## src/tlnef_pkg.sv

```systemverilog
// Shared types, register indexes, character codes and escape expansion for the line filter.
package tlnef_pkg;

	// One input request: a raw text byte and its file-start flag
	typedef struct packed {
		logic [7:0] data_byte;
		logic       file_start;
	} item_t;

	// One output request: a formatted byte and its end-of-expansion flag
	typedef struct packed {
		logic [7:0] out_byte;
		logic       last;
	} text_t;

	// Configuration register indexes (byte address is four times the index)
	localparam logic [2:0] REG_NUMBER_NONBLANK  = 3'd0;
	localparam logic [2:0] REG_NUMBER_ALL       = 3'd1;
	localparam logic [2:0] REG_SQUEEZE_BLANK    = 3'd2;
	localparam logic [2:0] REG_SHOW_NONPRINTING = 3'd3;
	localparam logic [2:0] REG_SHOW_TABS        = 3'd4;
	localparam logic [2:0] REG_SHOW_ENDS        = 3'd5;

	// Character codes
	localparam logic [7:0] CH_TAB    = 8'h09;
	localparam logic [7:0] CH_LF     = 8'h0A;
	localparam logic [7:0] CH_SPACE  = 8'h20;
	localparam logic [7:0] CH_DOLLAR = 8'h24;
	localparam logic [7:0] CH_MINUS  = 8'h2D;
	localparam logic [7:0] CH_ZERO   = 8'h30;
	localparam logic [7:0] CH_QUEST  = 8'h3F;
	localparam logic [7:0] CH_UPPERI = 8'h49;
	localparam logic [7:0] CH_UPPERM = 8'h4D;
	localparam logic [7:0] CH_CARET  = 8'h5E;
	localparam logic [7:0] CH_DEL    = 8'h7F;
	localparam logic [7:0] CARET_SHIFT = 8'd64;

	// Expanded form of one character: up to four bytes, bytes[0] goes out first
	typedef struct packed {
		logic [3:0][7:0] bytes;
		logic [2:0]      count;
	} char_exp_t;

	// Expand one byte into its visible form under the display options
	function automatic char_exp_t expand_char(input logic [7:0] c, input logic snp,
			input logic tabs, input logic ends);
		char_exp_t  r;
		logic [6:0] low;
		low = c[6:0];
		r.bytes = '0;
		r.count = 3'd1;
		r.bytes[0] = c;
		if (ends && c == CH_LF) begin
			r.bytes[0] = CH_DOLLAR;
			r.bytes[1] = CH_LF;
			r.count = 3'd2;
		end else if (tabs && c == CH_TAB) begin
			r.bytes[0] = CH_CARET;
			r.bytes[1] = CH_UPPERI;
			r.count = 3'd2;
		end else if (snp && c[7]) begin
			r.bytes[0] = CH_UPPERM;
			r.bytes[1] = CH_MINUS;
			if (low < 7'd32) begin
				r.bytes[2] = CH_CARET;
				r.bytes[3] = 8'({1'b0, low} + CARET_SHIFT);
				r.count = 3'd4;
			end else if (low == 7'h7F) begin
				r.bytes[2] = CH_CARET;
				r.bytes[3] = CH_QUEST;
				r.count = 3'd4;
			end else begin
				r.bytes[2] = {1'b0, low};
				r.count = 3'd3;
			end
		end else if (snp && ((c < 8'd32 && c != CH_TAB && c != CH_LF) || c == CH_DEL)) begin
			r.bytes[0] = CH_CARET;
			r.bytes[1] = (c == CH_DEL) ? CH_QUEST : 8'(c + CARET_SHIFT);
			r.count = 3'd2;
		end
		return r;
	endfunction

endpackage

```

## src/tlnef_bcd.sv

```systemverilog
// BCD line counter arithmetic: saturating increment and count of significant digits.
module tlnef_bcd #(
	parameter int DIGITS = 10
) (
	input  logic [DIGITS-1:0][3:0]       digits,
	output logic [DIGITS-1:0][3:0]       next_digits,
	output logic [$clog2(DIGITS+1)-1:0]  used
);

	localparam int USED_W = $clog2(DIGITS + 1);

	logic full;
	logic carry;

	// Count digits up to the highest nonzero one, at least one
	always_comb begin
		used = USED_W'(1);
		for (int i = 0; i < DIGITS; i++) begin
			if (digits[i] != 4'd0) begin
				used = USED_W'(i + 1);
			end
		end
	end

	// Increment with decimal carry, hold when every digit is nine
	always_comb begin
		full = 1'b1;
		for (int i = 0; i < DIGITS; i++) begin
			if (digits[i] != 4'd9) begin
				full = 1'b0;
			end
		end
		carry = 1'b1;
		next_digits = digits;
		for (int i = 0; i < DIGITS; i++) begin
			if (carry) begin
				if (digits[i] >= 4'd9) begin
					next_digits[i] = 4'd0;
				end else begin
					next_digits[i] = digits[i] + 4'd1;
					carry = 1'b0;
				end
			end
		end
		if (full) begin
			next_digits = digits;
		end
	end

endmodule

```

## src/text_line_number_escape_filter_unit.sv

```systemverilog
// Top level of the text line filter: config port, input register, line state and byte emitter.
// Each input byte is registered, then decoded combinationally against the line state into a
// line-number prefix and an escaped character, which an emitter sends out one byte per cycle
// through an output register while the output is not stalled. An input byte occupies the
// emitter until it has sent every byte it produces: one for a plain byte, up to four for an
// escaped byte, plus the width of the number field (or the number's digit count if larger) and
// a tab at a numbered line start. A squeezed blank line produces nothing and only passes through
// the input register. Plain text therefore streams at one byte per cycle while the output is not
// stalled; longer expansions push back on the input through item_stall. Configuration is written
// over an APB-style port at byte addresses 0 to 20 and should only change while the block is idle.
module text_line_number_escape_filter_unit #(
	parameter int NUMBER_DIGITS      = 10,
	parameter int NUMBER_FIELD_WIDTH = 6
) (
	input  logic                 clk,
	input  logic                 arst_n,
	// input requests
	input  logic                 item_valid,
	output logic                 item_stall,
	input  tlnef_pkg::item_t     item,
	// output requests
	output logic                 text_valid,
	input  logic                 text_stall,
	output tlnef_pkg::text_t     text,
	// configuration
	input  logic                 psel,
	input  logic                 penable,
	input  logic                 pwrite,
	input  logic [4:0]           paddr,
	input  logic [31:0]          pwdata,
	output logic [31:0]          prdata,
	output logic                 pready
);

	localparam int USED_W = $clog2(NUMBER_DIGITS + 1);
	localparam int IDX_W  = $clog2(NUMBER_DIGITS);
	localparam int PAD_W  = $clog2(NUMBER_FIELD_WIDTH + 1);

	// Configuration registers
	logic number_nonblank_q, number_all_q, squeeze_blank_q;
	logic show_nonprinting_q, show_tabs_q, show_ends_q;
	logic [2:0] reg_idx;

	// Input register
	logic             valid_s1;
	tlnef_pkg::item_t item_s1;

	// Line state
	logic                           prev_newline_q;
	logic                           seen_any_q;
	logic [1:0]                     blank_run_q;
	logic [NUMBER_DIGITS-1:0][3:0]  line_digits_q;

	// Emitter
	logic [PAD_W-1:0]               pad_q;
	logic [USED_W-1:0]              dig_q;
	logic                           tab_q;
	logic [3:0][7:0]                chr_q;
	logic [2:0]                     cnt_q;
	logic [NUMBER_DIGITS-1:0][3:0]  num_q;

	// Output register
	logic             text_valid_q;
	tlnef_pkg::text_t text_q;

	// Decode signals
	logic                           eff_pn, eff_sa;
	logic [1:0]                     eff_br, br_next;
	logic [NUMBER_DIGITS-1:0][3:0]  eff_digits, inc_digits;
	logic [USED_W-1:0]              used;
	logic [PAD_W-1:0]               pad_calc;
	logic                           is_lf, at_start, blank, squeezed, show_num;
	tlnef_pkg::char_exp_t           exp_c;

	// Handshake and emitter control
	logic              busy, out_free, emit_fire, emit_last, load_ok, s1_take;
	logic [USED_W-1:0] dig_dec;
	logic [IDX_W-1:0]  dig_idx;
	logic [7:0]        emit_byte;

	// Config port: write on access phase, read back by index
	assign pready  = 1'b1;
	assign reg_idx = paddr[4:2];

	always_ff @(posedge clk or negedge arst_n) begin
		if (!arst_n) begin
			number_nonblank_q  <= 1'b0;
			number_all_q       <= 1'b0;
			squeeze_blank_q    <= 1'b0;
			show_nonprinting_q <= 1'b0;
			show_tabs_q        <= 1'b0;
			show_ends_q        <= 1'b0;
		end else if (psel && penable && pwrite) begin
			unique case (reg_idx)
				tlnef_pkg::REG_NUMBER_NONBLANK:  number_nonblank_q  <= pwdata[0];
				tlnef_pkg::REG_NUMBER_ALL:       number_all_q       <= pwdata[0];
				tlnef_pkg::REG_SQUEEZE_BLANK:    squeeze_blank_q    <= pwdata[0];
				tlnef_pkg::REG_SHOW_NONPRINTING: show_nonprinting_q <= pwdata[0];
				tlnef_pkg::REG_SHOW_TABS:        show_tabs_q        <= pwdata[0];
				tlnef_pkg::REG_SHOW_ENDS:        show_ends_q        <= pwdata[0];
				default: ;
			endcase
		end
	end

	always_comb begin
		prdata = '0;
		unique case (reg_idx)
			tlnef_pkg::REG_NUMBER_NONBLANK:  prdata[0] = number_nonblank_q;
			tlnef_pkg::REG_NUMBER_ALL:       prdata[0] = number_all_q;
			tlnef_pkg::REG_SQUEEZE_BLANK:    prdata[0] = squeeze_blank_q;
			tlnef_pkg::REG_SHOW_NONPRINTING: prdata[0] = show_nonprinting_q;
			tlnef_pkg::REG_SHOW_TABS:        prdata[0] = show_tabs_q;
			tlnef_pkg::REG_SHOW_ENDS:        prdata[0] = show_ends_q;
			default: prdata = '0;
		endcase
	end

	// Handshake: the emitter takes a new request when idle or sending its final byte
	assign busy       = (cnt_q != 3'd0);
	assign out_free   = !text_valid_q || !text_stall;
	assign emit_fire  = busy && out_free;
	assign emit_last  = (pad_q == '0) && (dig_q == '0) && !tab_q && (cnt_q == 3'd1);
	assign load_ok    = !busy || (emit_fire && emit_last);
	assign s1_take    = valid_s1 && load_ok;
	assign item_stall = valid_s1 && !load_ok;

	// Input register: hold while stalled
	always_ff @(posedge clk or negedge arst_n) begin
		if (!arst_n) begin
			valid_s1 <= 1'b0;
		end else if (!item_stall) begin
			valid_s1 <= item_valid;
		end
	end

	always_ff @(posedge clk) begin
		if (!item_stall && item_valid) begin
			item_s1 <= item;
		end
	end

	// Decode: apply file start, classify the line, pick number and escape form
	always_comb begin
		eff_pn     = item_s1.file_start ? 1'b0 : prev_newline_q;
		eff_sa     = item_s1.file_start ? 1'b0 : seen_any_q;
		eff_br     = item_s1.file_start ? 2'd0 : blank_run_q;
		eff_digits = line_digits_q;
		if (item_s1.file_start) begin
			eff_digits    = '0;
			eff_digits[0] = 4'd1;
		end
		is_lf    = (item_s1.data_byte == tlnef_pkg::CH_LF);
		at_start = eff_pn || !eff_sa;
		blank    = is_lf && at_start;
		if (!blank) begin
			br_next = 2'd0;
		end else if (eff_br < 2'd2) begin
			br_next = eff_br + 2'd1;
		end else begin
			br_next = 2'd2;
		end
		squeezed = squeeze_blank_q && blank && (br_next > 2'd1);
		show_num = at_start && (number_nonblank_q ? !blank : number_all_q);
		exp_c    = tlnef_pkg::expand_char(item_s1.data_byte, show_nonprinting_q,
				show_tabs_q, show_ends_q);
		pad_calc = '0;
		if (int'(used) < NUMBER_FIELD_WIDTH) begin
			pad_calc = PAD_W'(NUMBER_FIELD_WIDTH - int'(used));
		end
	end

	tlnef_bcd #(
		.DIGITS(NUMBER_DIGITS)
	) u_bcd (
		.digits      (eff_digits),
		.next_digits (inc_digits),
		.used        (used)
	);

	// Line state: advance when the decoded request leaves the input register
	always_ff @(posedge clk or negedge arst_n) begin
		if (!arst_n) begin
			prev_newline_q <= 1'b0;
			seen_any_q     <= 1'b0;
			blank_run_q    <= 2'd0;
			line_digits_q  <= {{(NUMBER_DIGITS-1){4'd0}}, 4'd1};
		end else if (s1_take) begin
			seen_any_q     <= 1'b1;
			blank_run_q    <= br_next;
			prev_newline_q <= squeezed ? eff_pn : is_lf;
			line_digits_q  <= (show_num && !squeezed) ? inc_digits : eff_digits;
		end
	end

	// Emitter: spaces, then digits from the top, then tab, then the character bytes
	assign dig_dec = dig_q - USED_W'(1);
	assign dig_idx = dig_dec[IDX_W-1:0];

	always_comb begin
		priority if (pad_q != '0) begin
			emit_byte = tlnef_pkg::CH_SPACE;
		end else if (dig_q != '0) begin
			emit_byte = 8'(tlnef_pkg::CH_ZERO + {4'd0, num_q[dig_idx]});
		end else if (tab_q) begin
			emit_byte = tlnef_pkg::CH_TAB;
		end else begin
			emit_byte = chr_q[0];
		end
	end

	always_ff @(posedge clk or negedge arst_n) begin
		if (!arst_n) begin
			pad_q <= '0;
			dig_q <= '0;
			tab_q <= 1'b0;
			cnt_q <= 3'd0;
		end else if (s1_take && !squeezed) begin
			// load the next request unless it is squeezed away
			pad_q <= show_num ? pad_calc : '0;
			dig_q <= show_num ? used : '0;
			tab_q <= show_num;
			cnt_q <= exp_c.count;
		end else if (emit_fire) begin
			// advance one byte
			priority if (pad_q != '0) begin
				pad_q <= pad_q - PAD_W'(1);
			end else if (dig_q != '0) begin
				dig_q <= dig_q - USED_W'(1);
			end else if (tab_q) begin
				tab_q <= 1'b0;
			end else begin
				cnt_q <= cnt_q - 3'd1;
			end
		end
	end

	always_ff @(posedge clk) begin
		if (s1_take && !squeezed) begin
			chr_q <= exp_c.bytes;
			num_q <= eff_digits;
		end else if (emit_fire && pad_q == '0 && dig_q == '0 && !tab_q) begin
			chr_q <= {8'h00, chr_q[3:1]};
		end
	end

	// Output register: hold while stalled
	always_ff @(posedge clk or negedge arst_n) begin
		if (!arst_n) begin
			text_valid_q <= 1'b0;
		end else if (emit_fire) begin
			text_valid_q <= 1'b1;
		end else if (!text_stall) begin
			text_valid_q <= 1'b0;
		end
	end

	always_ff @(posedge clk) begin
		if (emit_fire) begin
			text_q.out_byte <= emit_byte;
			text_q.last     <= emit_last;
		end
	end

	assign text_valid = text_valid_q;
	assign text       = text_q;

	// A loaded request leaves the emitter busy in the cycle after the load
	a_load_busy: assert property (@(posedge clk) disable iff (!arst_n)
		(s1_take && !squeezed) |=> busy)
		else $error("emitter idle right after a load");

	// The final byte frees the emitter when nothing new is loaded
	a_last_idle: assert property (@(posedge clk) disable iff (!arst_n)
		(emit_fire && emit_last && !s1_take) |=> !busy)
		else $error("emitter still busy after final byte");

	// Before any byte arrives the line state stays at its reset values
	a_fresh_state: assert property (@(posedge clk) disable iff (!arst_n)
		!seen_any_q |-> (!prev_newline_q && blank_run_q == 2'd0))
		else $error("line state changed without any input");

	// The blank-line run counter saturates at two
	a_blank_sat: assert property (@(posedge clk) disable iff (!arst_n)
		blank_run_q != 2'd3)
		else $error("blank run counter overflow");

endmodule

```

## config.mk

```make
export PLATFORM = sky130hd
export DESIGN_NAME = text_line_number_escape_filter_unit
export DESIGN_NICKNAME = d
export VERILOG_FILES = /design/src/tlnef_pkg.sv /design/src/tlnef_bcd.sv /design/src/text_line_number_escape_filter_unit.sv
export SDC_FILE = /design/constraint.sdc
export NUM_CORES = 1
export LEC_CHECK = 0
export BUFFER_PORTS_ARGS = -buffer_cell sky130_fd_sc_hd__buf_2
export CAP_MARGIN = 0
export CORE_MARGIN = 2
export CORE_UTILIZATION = 30
export DETAILED_ROUTE_END_ITERATION = 8
export GPL_ROUTABILITY_DRIVEN = 1
export SLEW_MARGIN = 20
export SYNTH_ARGS = -nofsm -noshare
export SYNTH_HDL_FRONTEND = slang
export SYNTH_SLANG_ARGS = --single-unit
```

## constraint.sdc

```tcl
create_clock -name clk -period 4.48 [get_ports clk]
set_input_delay 0.896 -clock clk [delete_from_list [all_inputs] [get_ports clk]]
set_output_delay 0.896 -clock clk [all_outputs]
set_load 0.01 [all_outputs]
```

* Word level (Yosys, flattened, before mapping)
Index checks and enable logic that the tools add are counted.
** Storage, ports and cells
- Output and inout bits :: 44
- Bits of input ports :: 53
- Logic and storage cells :: 276
- Register bits :: 153
** Operators by class
- Reductions and logical operators :: 67
- Add/subtract/negate cells :: 18
- Equality and inequality tests :: 26
- Mux-type cells :: 106
- Order comparisons :: 16
** Operators with widths (count)
- two-way mux 40 bit :: 3
- two-way mux 4 bit :: 28
- two-way mux 19 bit :: 4
- two-way mux 16 bit :: 4
- two-way mux 32 bit :: 2
- two-way mux 3 bit :: 16
- adder 4 x 1 -> 4 bit, second input constant :: 10
- >= comparator 4 bit, second input constant :: 10
- inequality test 4 bit, second input constant :: 10
- nonzero test 4 bit :: 10
- two-way mux 1 bit :: 37
- logical AND 1 bit :: 25
- two-way mux 8 bit :: 3
- binary-select mux 4 bit (select 4 bit) :: 1
- equality test 8 x 4 -> 1 bit, second input constant :: 2
- inequality test 8 x 4 -> 1 bit, second input constant :: 2
- AND reduction 2 bit :: 7
- two-way mux 2 bit :: 5
- logical NOT 1 bit :: 9
- adder 7 x 7 -> 8 bit, second input constant :: 1
- adder 8 x 7 -> 8 bit, second input constant :: 1
- equality test 8 x 7 -> 1 bit, second input constant :: 1
- < comparator 8 x 6 -> 1 bit, second input constant :: 1
- inequality test 2 x 1 -> 1 bit, second input constant :: 4
- 24 further kinds :: 37

* Longest topological paths before layout
Gate-level depths: netlist of the first run.
- Depth after elaboration :: 15
- Depth in mapped cells :: 16
- Gate-level depth less buffers :: 12

* Modules after synthesis
From an unflattened synthesis of the first run, not the netlist that was laid out.
** Second synthesis, totals
- Cells, all modules :: 799
- Area, all modules :: 8798.4 µm²
** By module, submodules not included
- text_line_number_escape_filter_unit :: cells an instance 562, instances 1, area an instance 7108.1 µm², seq. area each 4280.4 µm²
- tlnef_bcd :: cells an instance 237, instances 1, area an instance 1690.4 µm², seq. area each 0.0 µm²

* Least setup slack after synthesis of the first run
Ideal clock, no wire load.
- Path kind :: register to register
- From :: register dig_q[0]
- To :: register cnt_q[2]
- Data arrival time :: 3.254 ns
- Required time :: 4.415 ns
- Cell stages (with the launch flop) :: 12
- Setup time :: 0.065 ns
- Path buffers :: 2
- Clock period less this slack :: 3.319 ns
- Slack :: 1.161 ns
- Cells stage by stage :: dfrtp_1 > clkbuf_1 > buf_1 > inv_1 > ha_1 > or3b_4 > nor3_4 > a22o_1 > nand2b_2 > nand2_1 > o21a_1 > o22a_1
** Between the ends
- Longest elaborated chain between the ends :: 10
- Elaborated cells on any way between the ends :: 15
- Classes of those cells :: 3 x eq/ne; 1 x mux; 11 x reduce/logical
** Ends and longest elaborated chain
- start: declaration :: line text_line_number_escape_filter_unit.sv:56 : logic [USED_W-1:0] dig_q;
- start signal: assignment :: line text_line_number_escape_filter_unit.sv:221 : dig_q <= show_num ? used : '0;
- start signal: assignment :: line text_line_number_escape_filter_unit.sv:229 : dig_q <= dig_q - USED_W'(1);
- logical NOT 4 bit :: line text_line_number_escape_filter_unit.sv:123 : assign emit_last = (pad_q == '0) && (dig_q == '0) && !tab_q && (cnt_q == 3'd1);
- logical AND 1 bit (3 in series) :: line text_line_number_escape_filter_unit.sv:123
- logical AND 1 bit :: line text_line_number_escape_filter_unit.sv:124 : assign load_ok = !busy || (emit_fire && emit_last);
- logical OR 1 bit :: line text_line_number_escape_filter_unit.sv:124
- logical AND 1 bit :: line text_line_number_escape_filter_unit.sv:125 : assign s1_take = valid_s1 && load_ok;
- logical AND 1 bit :: line text_line_number_escape_filter_unit.sv:218 : end else if (s1_take && !squeezed) begin
- inequality test 2 x 1 -> 1 bit (no source line) / nonzero test 2 bit (equally long branches)
- AND reduction 4 bit (no source line)
- end signal: assignment :: line text_line_number_escape_filter_unit.sv:223 : cnt_q <= exp_c.count;
- end signal: assignment :: line text_line_number_escape_filter_unit.sv:233 : cnt_q <= cnt_q - 3'd1;
- end: declaration :: line text_line_number_escape_filter_unit.sv:59 : logic [2:0] cnt_q;
Several ways; a longest one is shown, not always the timed one.
A chain may end at the register's enable or synchronous reset.

* Worst setup path after layout of the first run
- From :: register item_s1[7] (netlist bit)
- To :: register cnt_q[2]
** Between the ends
- Longest elaborated chain between the ends :: 9
- Elaborated cells on any way between the ends :: 24
- Classes of those cells :: 2 x order compare; 6 x eq/ne; 7 x mux; 9 x reduce/logical
** Ends and longest elaborated chain
- start: declaration :: line text_line_number_escape_filter_unit.sv:46 : tlnef_pkg::item_t item_s1;
- start signal: assignment :: line text_line_number_escape_filter_unit.sv:139 : item_s1 <= item;
- equality test 8 x 4 -> 1 bit :: line tlnef_pkg.sv:53, text_line_number_escape_filter_unit.sv:153
- logical AND 1 bit :: line text_line_number_escape_filter_unit.sv:155 : blank = is_lf && at_start;
- two-way mux 2 bit :: line text_line_number_escape_filter_unit.sv:156 : if (!blank) begin
- greater-than comparator 2 x 1 -> 1 bit :: line text_line_number_escape_filter_unit.sv:163 : squeezed = squeeze_blank_q && blank && (br_next > 2'd1);
- logical AND 1 bit :: line text_line_number_escape_filter_unit.sv:163
- logical NOT 1 bit :: line text_line_number_escape_filter_unit.sv:218
- logical AND 1 bit :: line text_line_number_escape_filter_unit.sv:218
- inequality test 2 x 1 -> 1 bit (no source line) / nonzero test 2 bit (equally long branches)
- AND reduction 4 bit (no source line)
Several ways; a longest one is shown, not always the timed one.

==> impl_results.md, run 1 <==
- Slew headroom: 37.7%
- Die Wd: 174 um
- Post_cts resized: 0
- CTS Root Cell: clkbuf_16
- Worst skew pair latency: 0.44 ns
- Switch Pwr: 2.04 mW
- Unique masters post-synth: 82
- Top Ports: 97
- Crit path capture type: flip-flop
- Antenna Violating Nets Remaining: 0
- Via count: 6174
- Pwr Density: 584 nW/um^2
- Fin. Hold Viols: 0
- Core area: 28500 um^2
- Synth Cell Area: 8640 um^2
- Initial core utilization: 30.3%
- DRC Markers: 0
- Post-synth EDFFs: 90
- Die area: 30200 um^2
- CP Data Required Time: 4.81 ns
- Syn avg cell area: 10.6 um^2
- Post-CTS Repair Setup Buffers: 0
- Post-CTS Hold Fix Bufs: 0
- Most frequent cells in the layout: 90 x edfxtp_1, 78 x nand2_1, 63 x nor2_1
- Clock power share: 25.9%
- Final net count: 940
- Share of cells above drive strength 1: 13.8%
- Cells after Synth: 816
- Clk_skew: 0.00860 ns
- Initial antenna violation count: 0
- CTS tree: built
- Slew Limit Fails: 0
- Static Leak: 3.87 nW
- Number of max-cap violations: 0
- Post-Route Setup TNS: 0 ns
- Dpl hpwl: 14.6 mm
- Setup-failing EPs final: 0
- GPL Wtd Cong: 0.855
- Worst IR drop on VDD: 303 uV
- Port Buffers: 31
- Sw frac: 36.0%
- Clk sinks: 153
- H-tree depth: 4
- Initial drt markers: 508
- Core Rows: 62
- CTS buffer count: 17
- GRT Total Usage: 13.9%
- Largest net degree at the start of global routing: 50
- DR vias/cell: 4.96
- RSZ-0062 raised after global routing: false
- Worst hold path type: flip-flop to flip-flop
- Synth warn: 0
- Sequential Power Share: 39.7%
- Critical Path Fanout Max: 34
- Layout area overhead: 12.3%
- Register area share after synthesis: 49.5%
- Number of global-route vias before repair: 5905
- Commonest non-fill, non-tap cell in the layout: edfxtp_1
- TritonRoute pass-1 iters: 5
- Area leader, netlist: edfxtp_1
- Max Freq: 286 MHz
- FILL cells: 2868
- Clock buffer depth: 2
- Least-Margin Pin Slew: 0.934 ns
- Status: completed
- FF+latch count, synth: 153
- Gr ovfl total: 0
- Arrival time worst endpoint: 3.82 ns
- Crit path kind: flip-flop to flip-flop
- Asr flop ratio synth: 41.2%
- Chip height: 174 um
- Dominant cells by area after synthesis: edfxtp_1 31%, dfrtp_1 18%, ha_1 5.8%
- CTS clk-pin slew, worst paths: 0.06 ns
- First-pass GRT wire length: 33.0 mm
- Pint: 3.63 mW
- Main synth FF type: edfxtp_1
- Post-synth top area share: 31.3%
- Period minus WS final: 3.49 ns
- Comb power frac: 34.4%
- Period utilisation layout: 78.0%
- Final Total Pwr: 5.67 mW
- Drt wl/cell: 16.4 um
- Antenna Cells: 0
- Drt total wl: 20.4 mm
- Startpoint Class: flip-flop
worst paths after layout:
kind	from	end	slack [ns]	depth (start not counted)
min in group asynchronous	arst_n	line_digits_q[2]$_DFFE_PN0P_	0.61	1
max in group asynchronous	arst_n	number_nonblank_q$_DFFE_PN0P_	3.08	2
worst min-delay path	seen_any_q$_DFFE_PN0P_	seen_any_q$_DFFE_PN0P_	0.46	1
worst min register to register	seen_any_q$_DFFE_PN0P_	seen_any_q$_DFFE_PN0P_	0.46	1
worst max-delay path	item_s1[7]$_DFFE_PP_	cnt_q[2]$_DFFE_PN0P_	0.99	11
worst max register to register	item_s1[7]$_DFFE_PP_	cnt_q[2]$_DFFE_PN0P_	0.99	11
synth_stat cells, types with 7 or more instances:
master / instances
mux2i_1: 10
nand2b_1: 10
nand4_1: 7
mux2_2: 8
ha_1: 40
edfxtp_1: 90
o21ai_0: 43
mux4_2: 9
o21a_1: 7
inv_1: 53
nand3_1: 26
nor2b_1: 31
a31oi_1: 10
a32o_1: 7
a21oi_1: 28
and2_1: 13
nor2_1: 63
dfrtp_1: 62
a22oi_1: 8
nor3_1: 11
buf_4: 34
nand2_1: 78
or3_1: 9
clkbuf_1: 16
power by group through the flow:
stage	sequential (mW)	combinational [mW]	clock [mW]
after global placement	2.27	1.94	0
after global routing	2.29	2.17	1.55
after floorplan	2.20	1.44	0
final	2.25	1.95	1.47
after CTS	2.25	1.97	1.49
after detailed placement	2.28	1.97	0
sequential cells by signal, summed over array words and instances (netlist names):
name	count
num_q	40
valid_s1	1
squeeze_blank_q	1
show_ends_q	1
tab_q	1
number_all_q	1
text	9
prev_newline_q	1
show_tabs_q	1
seen_any_q	1
chr_q	32
pad_q	3
dig_q	4
item_s1	9
cnt_q	3
line_digits_q	40
blank_run_q	2
show_nonprinting_q	1
text_valid	1
number_nonblank_q	1
area by class of cell:
cell class                      instances  area (um^2)  area share (%)
Inverter                               54          203            2.09
Sequential cell                       153         4280            44.1
Tap cell                              384          480            4.95
Timing Repair Buffer                   43          258            2.66
Clock inverter                         15          176            1.82
Clock buffer                           17          425            4.38
Multi-Input combinational cell        578         3880            40.0
cells by family (layout without fill, tap and decap cells):
| group | count (synthesis) | in the layout | synth area share, % |
|---|---|---|---|
| other | 2 | 33 | 0.0869 |
| multiplexers | 27 | 27 | 4.55 |
| adder cells (fa/ha/maj) | 40 | 40 | 5.79 |
| buffers and inverters | 116 | 129 | 6.86 |
| AO/OA/AOI/OAI | 178 | 178 | 14.5 |
| AND/OR/NAND/NOR | 295 | 295 | 18.2 |
| XOR/XNOR | 5 | 5 | 0.507 |
| flip-flops | 153 | 153 | 49.5 |
critical path, stage by stage (launching register included):
cell	delay, ns
edfxtp_1	0.53
inv_1	0.11
ha_1	0.17
nand4bb_1	0.19
or4b_1	0.70
nor3_1	0.33
nand2b_2	0.36
buf_4	0.30
nand2_1	0.08
buf_4	0.28
o21a_1	0.16
o22a_1	0.17
metrics by stage:
step,cell area (um^2),hold slack (ns),worst slack (ns),instances,utilization [%]
finish,9710,0.464,0.986,1244,34.0
CTS,9710,0.467,0.981,1244,34.0
floorplan,8760,0.425,1.16,847,-
global route,9710,0.498,0.733,1244,34.0
global placement,9100,0.446,1.06,1212,31.9
detailed placement,9100,0.452,0.993,1212,31.9
layer usage:
metal / global-route usage [%] / part of all wire (%)
met5: 0 / 0
met4: 4.87 / 1.5
met3: 2.83 / 4.4
met2: 21.3 / 46
met1: 19.5 / 48
Note: power is estimated with default switching activity, not from simulation.
==> inputs of run 2 (changes only) <==
- clock period: 4.48 -> 3.2 ns (I/O delays scaled with it)
==> impl_results.md, run 2 (synthesis results as in run 1) <==
- Via count: 6326 (+2.5%)
- H-tree depth: 4 (unchanged)
- Antenna Violating Nets Remaining: 0 (unchanged)
- Drt wl/cell: 16.1 um (-1.6%)
- Gr ovfl total: 0 (unchanged)
- Final net count: 976 (+3.8%)
- Die Wd: 174 um (unchanged)
- Non-Filler Instances: 1280 (+2.9%)
- TritonRoute pass-1 iters: 5 (unchanged)
- GPL Wtd Cong: 0.895 (+4.7%)
- Top Ports: 97 (unchanged)
- Largest regs: line_digits_q (40), num_q (40), chr_q (32)
- DRC Markers: 0 (unchanged)
- Largest net degree at the start of global routing: 64 (+28%)
- Pint: 5.04 mW (+39%)
- DP Cell Count: 1245 (+2.7%)
- Worst hold path type: input pin to flip-flop
- Number of global-route vias before repair: 5980 (+1.3%)
- Share of cells above drive strength 1: 17.7% (+3.9 points)
- Critical-path top delay cell: or4b_1
- Port Buffers: 31 (unchanged)
- Static Leak: 4.06 nW (+5.0%)
- Comb power frac: 36.4% (+2.0 points)
- Fin. Hold Viols: 0 (unchanged)
- Clock power share: 24.5% (-1.4 points)
- Sequential Power Share: 39.2% (-0.5 points)
- Die area: 30200 um^2 (unchanged)
- Worst IR drop on VDD: 467 uV (+54%)
- Initial antenna violation count: 1 (+1)
- Worst skew pair latency: 0.43 ns (about the same)
- CP Data Required Time: 3.55 ns (-1.26 ns)
- CTS buffer count: 17 (unchanged)
- Setup-failing EPs final: 0 (unchanged)
- DR vias/cell: 4.94 (-0.42%)
- Sw frac: 36.6% (+0.64 points)
- Dpl hpwl: 14.9 mm (+2.3%)
- Final Total Pwr: 7.95 mW (+40%)
- Chip height: 174 um (unchanged)
- Core Rows: 62 (unchanged)
- Critical Path Fanout Max: 39 (+15%)
- Initial drt markers: 525 (+3.3%)
- First-pass GRT wire length: 33.1 mm (+0.44%)
- Slew headroom: 39.9% (+2.2 points)
- Worst path max stage delay: 0.51 ns (-0.19 ns)
- Commonest non-fill, non-tap cell in the layout: edfxtp_1
- FILL cells: 2826 (-1.5%)
- Slew Limit Fails: 0 (unchanged)
- Initial core utilization: 30.3% (unchanged)
- Pwr Density: 797 nW/um^2 (+37%)
- Arrival time worst endpoint: 3.36 ns (-0.46 ns)
- Core area: 28500 um^2 (unchanged)
- Crit path capture type: flip-flop
- CTS Root Cell: clkbuf_16
- Period utilisation layout: 94.1% (+16 points)
- Status: completed
- Antenna Cells: 0 (unchanged)
- Startpoint Class: flip-flop
- CP cell instances: buf_12 -> nor2b_1 -> inv_1 -> ha_1 -> inv_1 -> o31a_1 -> nand3_1 -> nor3_4 -> nand3_1 -> or4b_1 -> o21ai_0
- Core Util, Final: 35.0% (+0.95 points)
- Switch Pwr: 2.91 mW (+43%)
- Clk_skew: 0.0122 ns (+0.00361 ns)
- CTS clk-pin slew, worst paths: 0.06 ns (about the same)
- CTS tree: built
- Post-CTS Hold Fix Bufs: 0 (unchanged)
- Met3 layer usage reported by global route: 2.81% (-0.022 points)
- GRT Total Usage: 14.0% (+0.12 points)
- Buffers plus inverters on the worst setup path: 3 (unchanged)
- Least-Margin Pin Slew: 0.902 ns (-0.0323 ns)
- GR peak layer: met2
- Most frequent cells in the layout: 90 x edfxtp_1, 77 x nand2_1, 63 x nor2_1
- CP delay by family, top: simple AND/OR/NAND/NOR gates
- Crit path kind: flip-flop to flip-flop
- Global Route met2 Usage: 21.1% (-0.23 points)
- Number of max-cap violations: 0 (unchanged)
- Met1 Resource Use GR: 19.7% (+0.14 points)
- Clock buffer depth: 2 (unchanged)
- Clk sinks: 153 (unchanged)
- Drt total wl: 20.6 mm (+1.3%)
- Period minus WS final: 3.01 ns (-0.482 ns)
- Layout area overhead: 15.5%
- Max Freq: 332 MHz (+16%)
run 2: changes by cell type in the layout (fill, tap and decap cells not counted), moves of 2 or more:
cell / previous run / this run
buf_4: 11 / 46
inv_6: 1 / 4
bufinv_16: 3 / 1
inv_8: 0 / 2
nor2b_1: 31 / 29
nor2b_2: 1 / 3
run 2: cell type report:
type / instances / area, um^2 / area share [%]
sequential: 153 / 4280 / 42.9
multi-input combinational: 578 / 3910 / 39.1
timing repair buffer: 79 / 541 / 5.42
tap: 384 / 480 / 4.82
clock buffer: 17 / 425 / 4.26
inverter: 54 / 203 / 2.03
clock inverter: 15 / 144 / 1.44
run 2: final timing paths:
check                                                      to                    from  slack (ns)  depth (start not counted)
worst max-delay path            line_digits_q[37]$_DFFE_PN0P_    item_s1[0]$_DFFE_PP_        0.19                         11
worst min-delay path                     item_s1[5]$_DFFE_PP_                 item[5]        0.38                          1
max in group asynchronous                pad_q[1]$_DFFE_PN0P_                  arst_n        2.19                          2
worst min register to register         seen_any_q$_DFFE_PN0P_  seen_any_q$_DFFE_PN0P_        0.46                          1
min in group asynchronous        line_digits_q[4]$_DFFE_PN0P_                  arst_n        0.40                          2
worst max register to register  line_digits_q[37]$_DFFE_PN0P_    item_s1[0]$_DFFE_PP_        0.19                         11
run 2: metrics by stage:
| stage | setup TNS, ns | hold WS [ns] | area (um^2) | setup WS, ns |
|---|---|---|---|---|
| 6_report | 0 | 0.384 | 9980 | 0.188 |
| 5_1_grt | -0.00174 | 0.360 | 9980 | -0.00174 |
| 4_1_cts | 0 | 0.363 | 9950 | 0.0980 |
| 3_5_place_dp | 0 | 0.444 | 9380 | 0.186 |
| 3_3_place_gp | 0 | 0.446 | 9380 | 0.187 |
| 2_1_floorplan | 0 | 0.344 | 8770 | 0.00925 |
run 2: metal layers:
layer,up-vias,wire length (um)
met3,30,948
met2,187,9280
li1,3051,-
met4,2,504
met5,-,12
met1,3056,9900
run 2: worst reg2reg max path, stage by stage, from the launching register on:
cell and delay, ns:
edfxtp_1 0.43, buf_12 0.20, nor2b_1 0.29, inv_1 0.11, ha_1 0.22, inv_1 0.09, o31a_1 0.21, nand3_1 0.27
nor3_4 0.32, nand3_1 0.20, or4b_1 0.51, o21ai_0 0.09
run 2: timing repair:
action / CTS / global route
endpoints found under the setup margin: 0 / 14
setup buffers: 0 / 3
gates resized for setup: 0 / 3
run 2: power by group through the flow:
stage	sequential [mW]	clock [mW]	combinational [mW]
after floorplan	3.08	0	2.02
after global placement	3.15	0	2.86
after detailed placement	3.16	0	2.89
after CTS	3.12	1.99	2.90
after global routing	3.18	2.07	3.18
final	3.11	1.95	2.89
==> inputs of run 3 (changes only) <==
- CORE_UTILIZATION: 30 -> 54
- PLACE_DENSITY: default -> 0.77
==> impl_results.md, run 3 (synthesis results as in run 1) <==
- Gr ovfl total: 0 (unchanged)
- Most frequent cells in the layout: 90 x edfxtp_1, 77 x nand2_1, 63 x nor2_1
- Drt total wl: 19.5 mm (-5.4%)
- Port Buffers: 31 (unchanged)
- Slew Limit Fails: 0 (unchanged)
- GRT Total Usage: 24.0% (+10 points)
- Crit path kind: flip-flop to flip-flop
- Clk sinks: 153 (unchanged)
- Drt wl/cell: 17.6 um (+9.4%)
- Cell Area, Placed: 9120 um^2 (-2.7%)
- TritonRoute pass-1 iters: 5 (unchanged)
- Arrival time worst endpoint: 3.21 ns (-0.15 ns)
- DRC Markers: 0 (unchanged)
- Antenna Violating Nets Remaining: 0 (unchanged)
- Final instance area: 9740 um^2 (-2.4%)
- Final net count: 971 (-0.51%)
- Top Ports: 97 (unchanged)
- Period utilisation layout: 95.7% (+1.5 points)
- CTS tree: built
- H-tree depth: 4 (unchanged)
- Period minus WS final: 3.06 ns (+0.0490 ns)
- Least-Margin Pin Slew: 0.679 ns (-0.223 ns)
- Clk_skew: 0.0112 ns (-0.000990 ns)
- Critical Path Fanout Max: 29 (-26%)
- Status: completed
- Pwr Density: 816 nW/um^2 (+2.4%)
- First-pass GRT wire length: 31.3 mm (-5.5%)
- CTS buffer count: 17 (unchanged)
- GPL Wtd Cong: 0.923 (+3.1%)
- Worst setup margin: 0.139 ns (-0.0490 ns)
- Via count: 6454 (+2.0%)
- Worst skew pair latency: 0.44 ns (about the same)
- Commonest non-fill, non-tap cell in the layout: edfxtp_1
- Static Leak: 4.03 nW (-0.77%)
- Setup-failing EPs final: 0 (unchanged)
- Die area: 17000 um^2 (-44%)
- Core Rows: 46 (-26%)
- Crit path capture type: flip-flop
- Dpl hpwl: 13.8 mm (-7.6%)
- Clock buffer depth: 2 (unchanged)
- CTS clk-pin slew, worst paths: 0.07 ns (about the same)
- Worst IR drop on VDD: 441 uV (-5.5%)
- Initial drt markers: 523 (-0.38%)
- Largest net degree at the start of global routing: 56 (-13%)
- Core area: 15800 um^2 (-45%)
- DR vias/cell: 5.83 (+18%)
- CP Data Required Time: 3.34 ns (-0.21 ns)
- Largest regs: line_digits_q (40), num_q (40), chr_q (32)
- Startpoint Class: flip-flop
- Initial core utilization: 54.8% (+25 points)
- CTS Root Cell: clkbuf_16
- Chip height: 130 um (-25%)
- Post-Place Setup Slack: 0.0841 ns (-0.102 ns)
- Fin. Hold Viols: 0 (unchanged)
- Share of cells above drive strength 1: 17.4% (-0.35 points)
- Worst hold path type: input pin to async pin
- Number of global-route vias before repair: 6016 (+0.60%)
- Layout area overhead: 12.8%
- Slew headroom: 54.6% (+15 points)
- RSZ-0062 raised after global routing: true
- Die Wd: 130 um (-25%)
- Initial antenna violation count: 0 (-1)
- Number of max-cap violations: 0 (unchanged)
- Antenna Cells: 0 (unchanged)
- Max Freq: 327 MHz (-1.6%)
[run 3: final timing paths]
kind | start | endpoint | slack (ns) | cells after the start
min in group clk | item[4] | item_s1[4]$_DFFE_PP_ | 0.37 | 1
min | arst_n | line_digits_q[1]$_DFFE_PN0P_ | 0.19 | 1
max reg2reg | item_s1[8]$_DFFE_PP_ | num_q[6]$_DFFE_PP_ | 0.14 | 9
max in group asynchronous | arst_n | dig_q[3]$_DFFE_PN0P_ | 2.25 | 2
min reg2reg | seen_any_q$_DFFE_PN0P_ | seen_any_q$_DFFE_PN0P_ | 0.47 | 1
max | item_s1[8]$_DFFE_PP_ | num_q[6]$_DFFE_PP_ | 0.14 | 9
[run 3: what timing repair did]
action,4_1_cts,5_1_grt
setup endpoints to repair,0,77
hold buffers,0,0
setup buffers,0,4
gates resized for setup,0,6
[run 3: where the power goes]
group | switching, mW | internal [mW]
Clock | 0.848 | 1.08
Combinational | 1.78 | 1.11
Sequential | 0.291 | 2.84
Total | 2.92 | 5.03
[run 3: worst max-delay path, cell delays in order (launching register included)]
cell	delay (ns)
edfxtp_1	0.44
inv_1	0.17
ha_1	0.22
nand4bb_1	0.20
or4b_1	0.57
nor3_2	0.29
nand2b_4	0.24
inv_2	0.06
buf_4	0.24
buf_4	0.31
[run 3: metrics by stage]
| stage | TNS, ns | utilization, % | total power [mW] | instances | hold slack [ns] |
|---|---|---|---|---|---|
| after floorplan | 0 | - | 5.10 | 847 | 0.344 |
| after global placement | 0 | 57.8 | 5.92 | 1071 | 0.461 |
| after detailed placement | 0 | 57.8 | 6.00 | 1071 | 0.464 |
| after CTS | 0 | 61.4 | 7.93 | 1103 | 0.194 |
| after global routing | -0.00645 | 61.8 | 8.40 | 1107 | 0.213 |
| final | 0 | 61.8 | 7.95 | 1107 | 0.187 |
[run 3: layer usage]
| metal | share of wire (%) | wire length, um | global-route usage, % |
|---|---|---|---|
| met1 | 43 | 8480 | 33.7 |
| met2 | 47 | 9270 | 37.5 |
| met3 | 6.9 | 1350 | 4.68 |
| met4 | 2.2 | 425 | 9.01 |
| met5 | 0 | 0 | 0 |
[run 3: final cells by class]
cell class / instances / area [um^2]
repair buffers: 74 / 503
flip-flops and latches: 153 / 4280
fillers: 1260 / 6030
multi-input cells: 578 / 3920
inverters: 54 / 206
well taps: 216 / 270
clock buffers: 17 / 425
clock inverters: 15 / 140
